**src/hdl/sorted_priority_queue_top_macros.svh**
```systemverilog
// assertion macros shared by the queue rtl
`ifndef SORTED_PRIORITY_QUEUE_TOP_MACROS_SVH
`define SORTED_PRIORITY_QUEUE_TOP_MACROS_SVH

// same-cycle implication, checked out of reset
`define SPQ_ASSERT_NOW(lbl, ante, cons, msg) \
  lbl: assert property (@(posedge clk) disable iff (!rst_n) (ante) |-> (cons)) else $error(msg);

// next-cycle implication, checked out of reset
`define SPQ_ASSERT_NEXT(lbl, ante, cons, msg) \
  lbl: assert property (@(posedge clk) disable iff (!rst_n) (ante) |=> (cons)) else $error(msg);

`endif

```
**src/hdl/spq_pkg.sv**
```systemverilog
// package for the sorted priority queue: codes, payload types, defaults
package spq_pkg;

  // default sizing
  localparam int DEF_QUEUE_DEPTH    = 16;
  localparam int DEF_NODE_ID_WIDTH  = 16;
  localparam int DEF_PRIORITY_WIDTH = 32;

  // fixed payload field widths
  localparam int OP_W       = 2;
  localparam int IN_NODE_W  = 16;
  localparam int IN_PRI_W   = 32;
  localparam int STATUS_W   = 2;
  localparam int OUT_NODE_W = 16;
  localparam int COUNT_W    = 5;

  // operation codes
  localparam logic [OP_W-1:0] OP_INSERT = 2'd0;
  localparam logic [OP_W-1:0] OP_POP    = 2'd1;
  localparam logic [OP_W-1:0] OP_REMOVE = 2'd2;

  // status codes
  localparam logic [STATUS_W-1:0] ST_DONE      = 2'd0;
  localparam logic [STATUS_W-1:0] ST_EMPTY     = 2'd1;
  localparam logic [STATUS_W-1:0] ST_FULL      = 2'd2;
  localparam logic [STATUS_W-1:0] ST_NOT_FOUND = 2'd3;

  // input transaction
  typedef struct packed {
    logic [OP_W-1:0]      operation;
    logic [IN_NODE_W-1:0] node_id;
    logic [IN_PRI_W-1:0]  priority_req;
  } in_item_t;

  // result transaction
  typedef struct packed {
    logic [OUT_NODE_W-1:0] out_node_id;
    logic [STATUS_W-1:0]   status;
    logic [COUNT_W-1:0]    entry_count;
  } out_item_t;

  // broadcast command to every cell, already qualified
  typedef struct packed {
    logic do_insert;
    logic do_pop;
    logic do_remove;
  } cell_cmd_t;

endpackage

```
**src/hdl/spq_cell.sv**
```systemverilog
// one slot of the sorted chain: holds an entry and shifts with its neighbours
module spq_cell
  import spq_pkg::*;
#(
  parameter int NODE_W = DEF_NODE_ID_WIDTH,
  parameter int PRI_W  = DEF_PRIORITY_WIDTH
) (
  input  logic              clk,
  input  logic              rst_n,
  input  cell_cmd_t         cmd,
  input  logic [NODE_W-1:0] new_node,
  input  logic [PRI_W-1:0]  new_pri,
  input  logic              rem_take,
  input  logic              left_gt,
  input  logic              left_valid,
  input  logic [NODE_W-1:0] left_node,
  input  logic [PRI_W-1:0]  left_pri,
  input  logic              right_valid,
  input  logic [NODE_W-1:0] right_node,
  input  logic [PRI_W-1:0]  right_pri,
  output logic              valid,
  output logic [NODE_W-1:0] node,
  output logic [PRI_W-1:0]  pri,
  output logic              gt,
  output logic              match
);

  logic              valid_r, valid_nxt;
  logic [NODE_W-1:0] node_r, node_nxt;
  logic [PRI_W-1:0]  pri_r, pri_nxt;

  // slot lies past the insertion point (free or strictly later priority)
  assign gt    = !valid_r || (pri_r > new_pri);
  assign match = valid_r && (node_r == new_node);

  // next slot contents
  always_comb begin
    valid_nxt = valid_r;
    node_nxt  = node_r;
    pri_nxt   = pri_r;
    if (cmd.do_insert) begin
      if (left_gt) begin
        valid_nxt = left_valid;
        node_nxt  = left_node;
        pri_nxt   = left_pri;
      end else if (gt) begin
        valid_nxt = 1'b1;
        node_nxt  = new_node;
        pri_nxt   = new_pri;
      end
    end else if (cmd.do_pop || (cmd.do_remove && rem_take)) begin
      valid_nxt = right_valid;
      node_nxt  = right_node;
      pri_nxt   = right_pri;
    end
  end

  // valid flag
  always_ff @(posedge clk) begin
    if (!rst_n) begin
      valid_r <= 1'b0;
    end else begin
      valid_r <= valid_nxt;
    end
  end

  // entry payload
  always_ff @(posedge clk) begin
    node_r <= node_nxt;
    pri_r  <= pri_nxt;
  end

  assign valid = valid_r;
  assign node  = node_r;
  assign pri   = pri_r;

endmodule

```
**src/hdl/sorted_priority_queue_top.sv**
```systemverilog
// Minimum-first priority queue of node identifiers held as a chain of sorted
// slots. One transaction is taken on every clock (busy stays low) and its
// result appears on the out_ ports in the next cycle, strobed by out_valid
// for exactly one cycle; the receiver cannot stall, so it must take every
// result as it comes. Every slot compares against the request in parallel
// and shifts towards or away from its neighbour in the same cycle, so
// insert, pop and remove all complete in the same way, at any depth.
// Ties leave in arrival order; reset empties the queue at once.
`include "sorted_priority_queue_top_macros.svh"

module sorted_priority_queue_top
  import spq_pkg::*;
#(
  parameter int QUEUE_DEPTH    = DEF_QUEUE_DEPTH,
  parameter int NODE_ID_WIDTH  = DEF_NODE_ID_WIDTH,
  parameter int PRIORITY_WIDTH = DEF_PRIORITY_WIDTH
) (
  input  logic      clk,
  input  logic      rst_n,
  input  logic      start,
  output logic      busy,
  input  in_item_t  in_item,
  output logic      out_valid,
  output out_item_t out_item
);

  localparam int CNT_W = $clog2(QUEUE_DEPTH + 1);

  logic [QUEUE_DEPTH-1:0]   cell_valid, cell_gt, cell_match, rem_take;
  logic [NODE_ID_WIDTH-1:0] cell_node [QUEUE_DEPTH];
  logic [PRIORITY_WIDTH-1:0] cell_pri [QUEUE_DEPTH];

  logic [CNT_W-1:0] count_r, count_nxt;
  logic             out_valid_r;
  out_item_t        out_item_r, out_item_nxt;
  cell_cmd_t        cmd;
  logic             accept, full, empty, found;
  logic [63:0]      id_ext, pri_ext, pop_ext, cnt_ext;
  logic [NODE_ID_WIDTH-1:0]  req_node;
  logic [PRIORITY_WIDTH-1:0] req_pri;

  // the chain never stalls the requester
  assign busy   = 1'b0;
  assign accept = start && !busy;

  // request fields fitted to the stored widths
  assign id_ext   = 64'(in_item.node_id);
  assign pri_ext  = 64'(in_item.priority_req);
  assign req_node = id_ext[NODE_ID_WIDTH-1:0];
  assign req_pri  = pri_ext[PRIORITY_WIDTH-1:0];

  assign full  = (count_r == CNT_W'(QUEUE_DEPTH));
  assign empty = (count_r == '0);
  assign found = |cell_match;

  // qualified command broadcast to the cells
  always_comb begin
    cmd.do_insert = accept && (in_item.operation == OP_INSERT) && !full;
    cmd.do_pop    = accept && (in_item.operation == OP_POP) && !empty;
    cmd.do_remove = accept && (in_item.operation == OP_REMOVE) && found;
  end

  // remove shifts every slot at or after the first match
  always_comb begin
    for (int i = 0; i < QUEUE_DEPTH; i++) begin
      rem_take[i] = |(cell_match & ({QUEUE_DEPTH{1'b1}} >> (QUEUE_DEPTH - 1 - i)));
    end
  end

  // chain of slots
  for (genvar g = 0; g < QUEUE_DEPTH; g++) begin : g_cell
    logic                      l_gt, l_valid, r_valid;
    logic [NODE_ID_WIDTH-1:0]  l_node, r_node;
    logic [PRIORITY_WIDTH-1:0] l_pri, r_pri;

    if (g == 0) begin : g_head
      assign l_gt    = 1'b0;
      assign l_valid = 1'b0;
      assign l_node  = '0;
      assign l_pri   = '0;
    end else begin : g_mid
      assign l_gt    = cell_gt[g-1];
      assign l_valid = cell_valid[g-1];
      assign l_node  = cell_node[g-1];
      assign l_pri   = cell_pri[g-1];
    end

    if (g == QUEUE_DEPTH - 1) begin : g_tail
      assign r_valid = 1'b0;
      assign r_node  = '0;
      assign r_pri   = '0;
    end else begin : g_body
      assign r_valid = cell_valid[g+1];
      assign r_node  = cell_node[g+1];
      assign r_pri   = cell_pri[g+1];
    end

    spq_cell #(
      .NODE_W (NODE_ID_WIDTH),
      .PRI_W  (PRIORITY_WIDTH)
    ) u_cell (
      .clk         (clk),
      .rst_n       (rst_n),
      .cmd         (cmd),
      .new_node    (req_node),
      .new_pri     (req_pri),
      .rem_take    (rem_take[g]),
      .left_gt     (l_gt),
      .left_valid  (l_valid),
      .left_node   (l_node),
      .left_pri    (l_pri),
      .right_valid (r_valid),
      .right_node  (r_node),
      .right_pri   (r_pri),
      .valid       (cell_valid[g]),
      .node        (cell_node[g]),
      .pri         (cell_pri[g]),
      .gt          (cell_gt[g]),
      .match       (cell_match[g])
    );
  end

  // occupancy
  always_comb begin
    count_nxt = count_r;
    if (cmd.do_insert) begin
      count_nxt = count_r + 1'b1;
    end else if (cmd.do_pop || cmd.do_remove) begin
      count_nxt = count_r - 1'b1;
    end
  end

  // result transaction contents
  assign pop_ext = 64'(cell_node[0]);
  assign cnt_ext = 64'(count_nxt);

  always_comb begin
    out_item_nxt.out_node_id = '0;
    out_item_nxt.status      = ST_DONE;
    out_item_nxt.entry_count = cnt_ext[COUNT_W-1:0];
    case (in_item.operation)
      OP_INSERT: begin
        if (full) out_item_nxt.status = ST_FULL;
      end
      OP_POP: begin
        if (empty) begin
          out_item_nxt.status = ST_EMPTY;
        end else begin
          out_item_nxt.out_node_id = pop_ext[OUT_NODE_W-1:0];
        end
      end
      OP_REMOVE: begin
        if (!found) out_item_nxt.status = ST_NOT_FOUND;
      end
      default: begin
        out_item_nxt.status = ST_DONE;
      end
    endcase
  end

  // control registers
  always_ff @(posedge clk) begin
    if (!rst_n) begin
      count_r     <= '0;
      out_valid_r <= 1'b0;
    end else begin
      count_r     <= count_nxt;
      out_valid_r <= accept;
    end
  end

  // result payload
  always_ff @(posedge clk) begin
    if (accept) begin
      out_item_r <= out_item_nxt;
    end
  end

  assign out_valid = out_valid_r;
  assign out_item  = out_item_r;

  // checks
  `SPQ_ASSERT_NOW(a_count_bound, 1'b1, count_r <= CNT_W'(QUEUE_DEPTH), "occupancy above depth")
  `SPQ_ASSERT_NOW(a_count_match, 1'b1, $countones(cell_valid) == int'(count_r), "occupancy differs from valid slots")
  `SPQ_ASSERT_NOW(a_packed, 1'b1, ((cell_valid >> 1) & ~cell_valid) == '0, "valid slots not packed from the head")
  `SPQ_ASSERT_NEXT(a_result_follows, accept, out_valid, "accepted transaction gave no result")
  `SPQ_ASSERT_NOW(a_no_stray_result, out_valid, $past(accept), "result without accepted transaction")

endmodule
```
**config.mk**
```make
export PLATFORM = sky130hd
export DESIGN_NAME = sorted_priority_queue_top
export DESIGN_NICKNAME = d
export VERILOG_FILES = /design/src/hdl/spq_pkg.sv /design/src/hdl/spq_cell.sv /design/src/hdl/sorted_priority_queue_top.sv
export VERILOG_INCLUDE_DIRS = /design/src /design/src/hdl
export SDC_FILE = /design/constraint.sdc
export NUM_CORES = 2
export LEC_CHECK = 0
export BUFFER_PORTS_ARGS = -buffer_cell sky130_fd_sc_hd__buf_2
export CAP_MARGIN = 10
export CORE_MARGIN = 2
export CORE_UTILIZATION = 45
export CTS_CLUSTER_DIAMETER = 120
export DETAILED_ROUTE_END_ITERATION = 6
export SETUP_SLACK_MARGIN = 0.3
export SYNTH_ARGS = -nofsm -noshare
export SYNTH_HDL_FRONTEND = slang
export SYNTH_SLANG_ARGS = --single-unit
```
**constraint.sdc**
```tcl
create_clock -name clk -period 8.1 [get_ports clk]
set_input_delay 1.62 -clock clk [delete_from_list [all_inputs] [get_ports clk]]
set_output_delay 1.62 -clock clk [all_outputs]
set_load 0.005 [all_outputs]
```
==> summary.md <==
| Metric | Value |
|---|---|
| Most frequent cell after synthesis | nand2_1 |
| Largest net degree at the start of global routing | approximately 270 |
| Status | finished, final reports clean |
| Netlist cell types | 70 |
| IO Port Bufs | 76 |
| Die Area | ~0.12 sq mm |
| Critical Path Max Stage Delay | ~0.87 ns |
| TritonCTS buffer count | 95 |
| Register area share after synthesis | 0.442 |
| Total number of vias | between 40000 and 50000 |
| Syn_area_per_cell | between 10 and 15 sq um |
| GR Overflow Total | 0 |
| Final hold viol count | 0 |
| H-Tree Depth | 3 |
| Slowest stage cell, crit path | clkinv_1 |
| Worst setup SP type | primary input |
| Area contributors post-synth | edfxtp_1 43%, mux2i_1 12%, ha_1 12% |
| Setup_tns | 0 ns |
| Ys flop type | edfxtp_1 |
| Die W | 353 um |
| Async set or reset register ratio after synthesis | 0 |
| Fmax | approximately 160 MHz |
| Clk sinks | around 810 |
| Worst Tran Pin Value | around 1.3 ns |
| Max-slew headroom | 0.117 |
| Compound-cell area share of the yosys netlist | 0.128 |
| Placer congestion estimate | 0.952 |
| Core Region | roughly 0.12 sq mm |
| CTS tree | yes |
| Worst-case vdd ir drop | 146 uV |
| Antenna viol nets, final | 0 |
| Syn Nets | roughly 6000 |
| Final setup viols | 0 |
| Pwr per Cell Area | ~180 mW/mm^2 |
| Starting DRT DRC Count | ~5000 |
| CTS Buffer Depth | 3 |
| Top cells by count, synth | 896 x nand2_1, 791 x edfxtp_1, 743 x o21ai_0, 666 x mux2i_1, 514 x ha_1 |
| Final slew viol count | 0 |
| Fraction of synthesized area in multiplexers | 0.122 |
| Detailed Place HPWL | about 130 mm |
| Simple-gate share of the synthesized area | 0.117 |
| RSZ-0062 raised after global routing | false |
| Cell count after synthesis | roughly 5400 |
| EDFF count, synth | approximately 790 |
| Drt pass-1 iters | 7 |
| Post-Route WL | 181 mm |
| Cell area after synthesis | 0.0548 sq mm |
| GRT Util Overall | 0.284 |
| Leak | ~24 nW |
| Clock Latency Late Sink | 0.69 ns |
| Final setup skew | approximately 0.032 ns |
| Final #Nets | approximately 6000 |
| Top-area cell type share of the netlist area | 0.434 |
| Via density | 6.05 |
| Synth area leader | edfxtp_1 |
| Resize count post-CTS | 0 |
| CP Class | primary input to flop |
| Io pins | slightly below 80 |
| Vias in the first global route | about 41000 |
| Min Clock Period, post-route | around 6.4 ns |
| Initial antenna violation count | 12 |
| Syn-to-layout area delta | 9.63% |
| Initial core utilization | 0.452 |
| DRC | 0 |
| Ys Warns | 0 |
| Final worst-path cycle share | 0.795 |
| Clk root buf | clkbuf_16 |
| Adder-Cell Fraction of Synth Area | 0.117 |
| Synth Area in XOR/XNOR | 0.0416 |
| Flops & latches, synth | approximately 800 |
| Die Y | between 300 and 400 um |
| Hold_buf cts | 0 |
| Fin Hold WS | about 0.49 ns |
| Cell Chain, Critical Path | buf_2 > inv_1 > ha_1 > nand4_1 > nor4_1 > buf_4 > nand2_1 > o21ai_4 > clkinv_1 > a41oi_4 > buf_12 |
| First-pass GRT wire length | around 270 mm |
| Combinational family with the most area after synthesis | compound AO/OA/AOI/OAI gates |
| CP required | ~8.4 ns |
| CTS clk-pin slew, worst paths | ~0.060 ns |
| Layout cells sized above 1 | 0.0668 |
| MaxCap Viol Count | 0 |
| # Post-CTS Setup Buffers | 0 |
| Setup crit end kind | flop |
| Hold WC Path Type | flop to flop |
| WP data arrival | between 6 and 7 ns |
| # rows | about 130 |
| WL/cell | between 20 and 30 um |
| Worst-path fanout max | 48 |
==> stage by stage <==
stage | area (sq um) | cells | total power, W | setup slack [ns] | util
6_report | 60000 | 7004 | 0.0109 | 1.66 | 0.495
5_1_grt | 60000 | 7004 | 0.0113 | 1.53 | 0.495
4_1_cts | 60000 | 7000 | 0.0110 | 1.63 | 0.495
3_5_place_dp | 56900 | 6824 | 0.00658 | 0.876 | 0.470
3_3_place_gp | 56900 | 6823 | 0.00655 | 0.858 | 0.470
2_1_floorplan | 54800 | 5379 | 0.00603 | 0.536 | -
==> metal layers <==
metal / global-route usage / vias to the layer above / part of all wire
met2: 0.452 / 1821 / 0.46
li1: - / 19700 / -
met4: 0.0909 / 12 / 0.029
met3: 0.0453 / 273 / 0.081
met1: 0.396 / 20600 / 0.43
met5: 0 / - / 0.00048
==> logic make-up after synthesis <==
logic type	Yosys count
other cells	1
xor+xnor	260
buf+inv	429
simple gates	1464
fa+ha+maj	514
mux	666
compound gates	1232
flops	813
==> path summary, 6_finish.rpt <==
check | from | to | slack [ns] | cells past startpoint
hold / removal | g_cell[14].u_cell.valid | g_cell[14].u_cell.valid | 0.49 | 2
hold reg to reg | g_cell[14].u_cell.valid | g_cell[14].u_cell.valid | 0.49 | 2
setup reg to reg | g_cell[13].u_cell.pri[31] | g_cell[13].u_cell.pri[17] | 2.97 | 9
setup / recovery | in_item[29] | g_cell[13].u_cell.pri[17] | 1.66 | 11
==> placed cells by master, fill, tap and decap left out, drive strengths merged, types with 71 or more instances in the layout <==
master  synthesis  final
nand2         896    896
buf           110    180
xnor2         119    119
mux2i         666    666
a21o          134    134
nor2          167    167
ha            514    514
clkbuf        249    124
a21oi         192    192
xor2          141    141
nand4         133    133
edfxtp        791    791
o21ai         747    747
nand3          73     73
inv            69     71
==> layout make-up <==
cell class | instances | area (sq um)
clock inverters | 52 | 495
well taps | 1625 | 2030
clock buffers | 124 | 2600
multi-input cells | 4137 | 29100
flip-flops and latches | 813 | 24200
repair buffers | 180 | 1360
diodes | 3 | 7.51
inverters | 70 | 263
fillers | 11000 | 61200
==> state kept, by name, summed over array words and instances, names as in the netlist <==
| register | cells |
|---|---|
| out_valid | 1 |
| g_cell.u_cell.pri | 512 |
| g_cell.u_cell.valid | 16 |
| count_r | 5 |
| out_item | 23 |
| g_cell.u_cell.node | 256 |
==> power by group <==
group,switching [W],internal (W)
sequential,0.000186,0.00486
combinational,0.000956,0.000511
clock,0.00186,0.00254
total,0.00301,0.00792
==> critical path: cells and delay by family <==
kind	cells	cell delay, ns
and+or+nand+nor	3	1.14
AOI/OAI and AO/OA	2	1.23
adders and majority gates	1	0.47
buffers and inverters	5	2.22
Power figures use the tool's default switching activity.
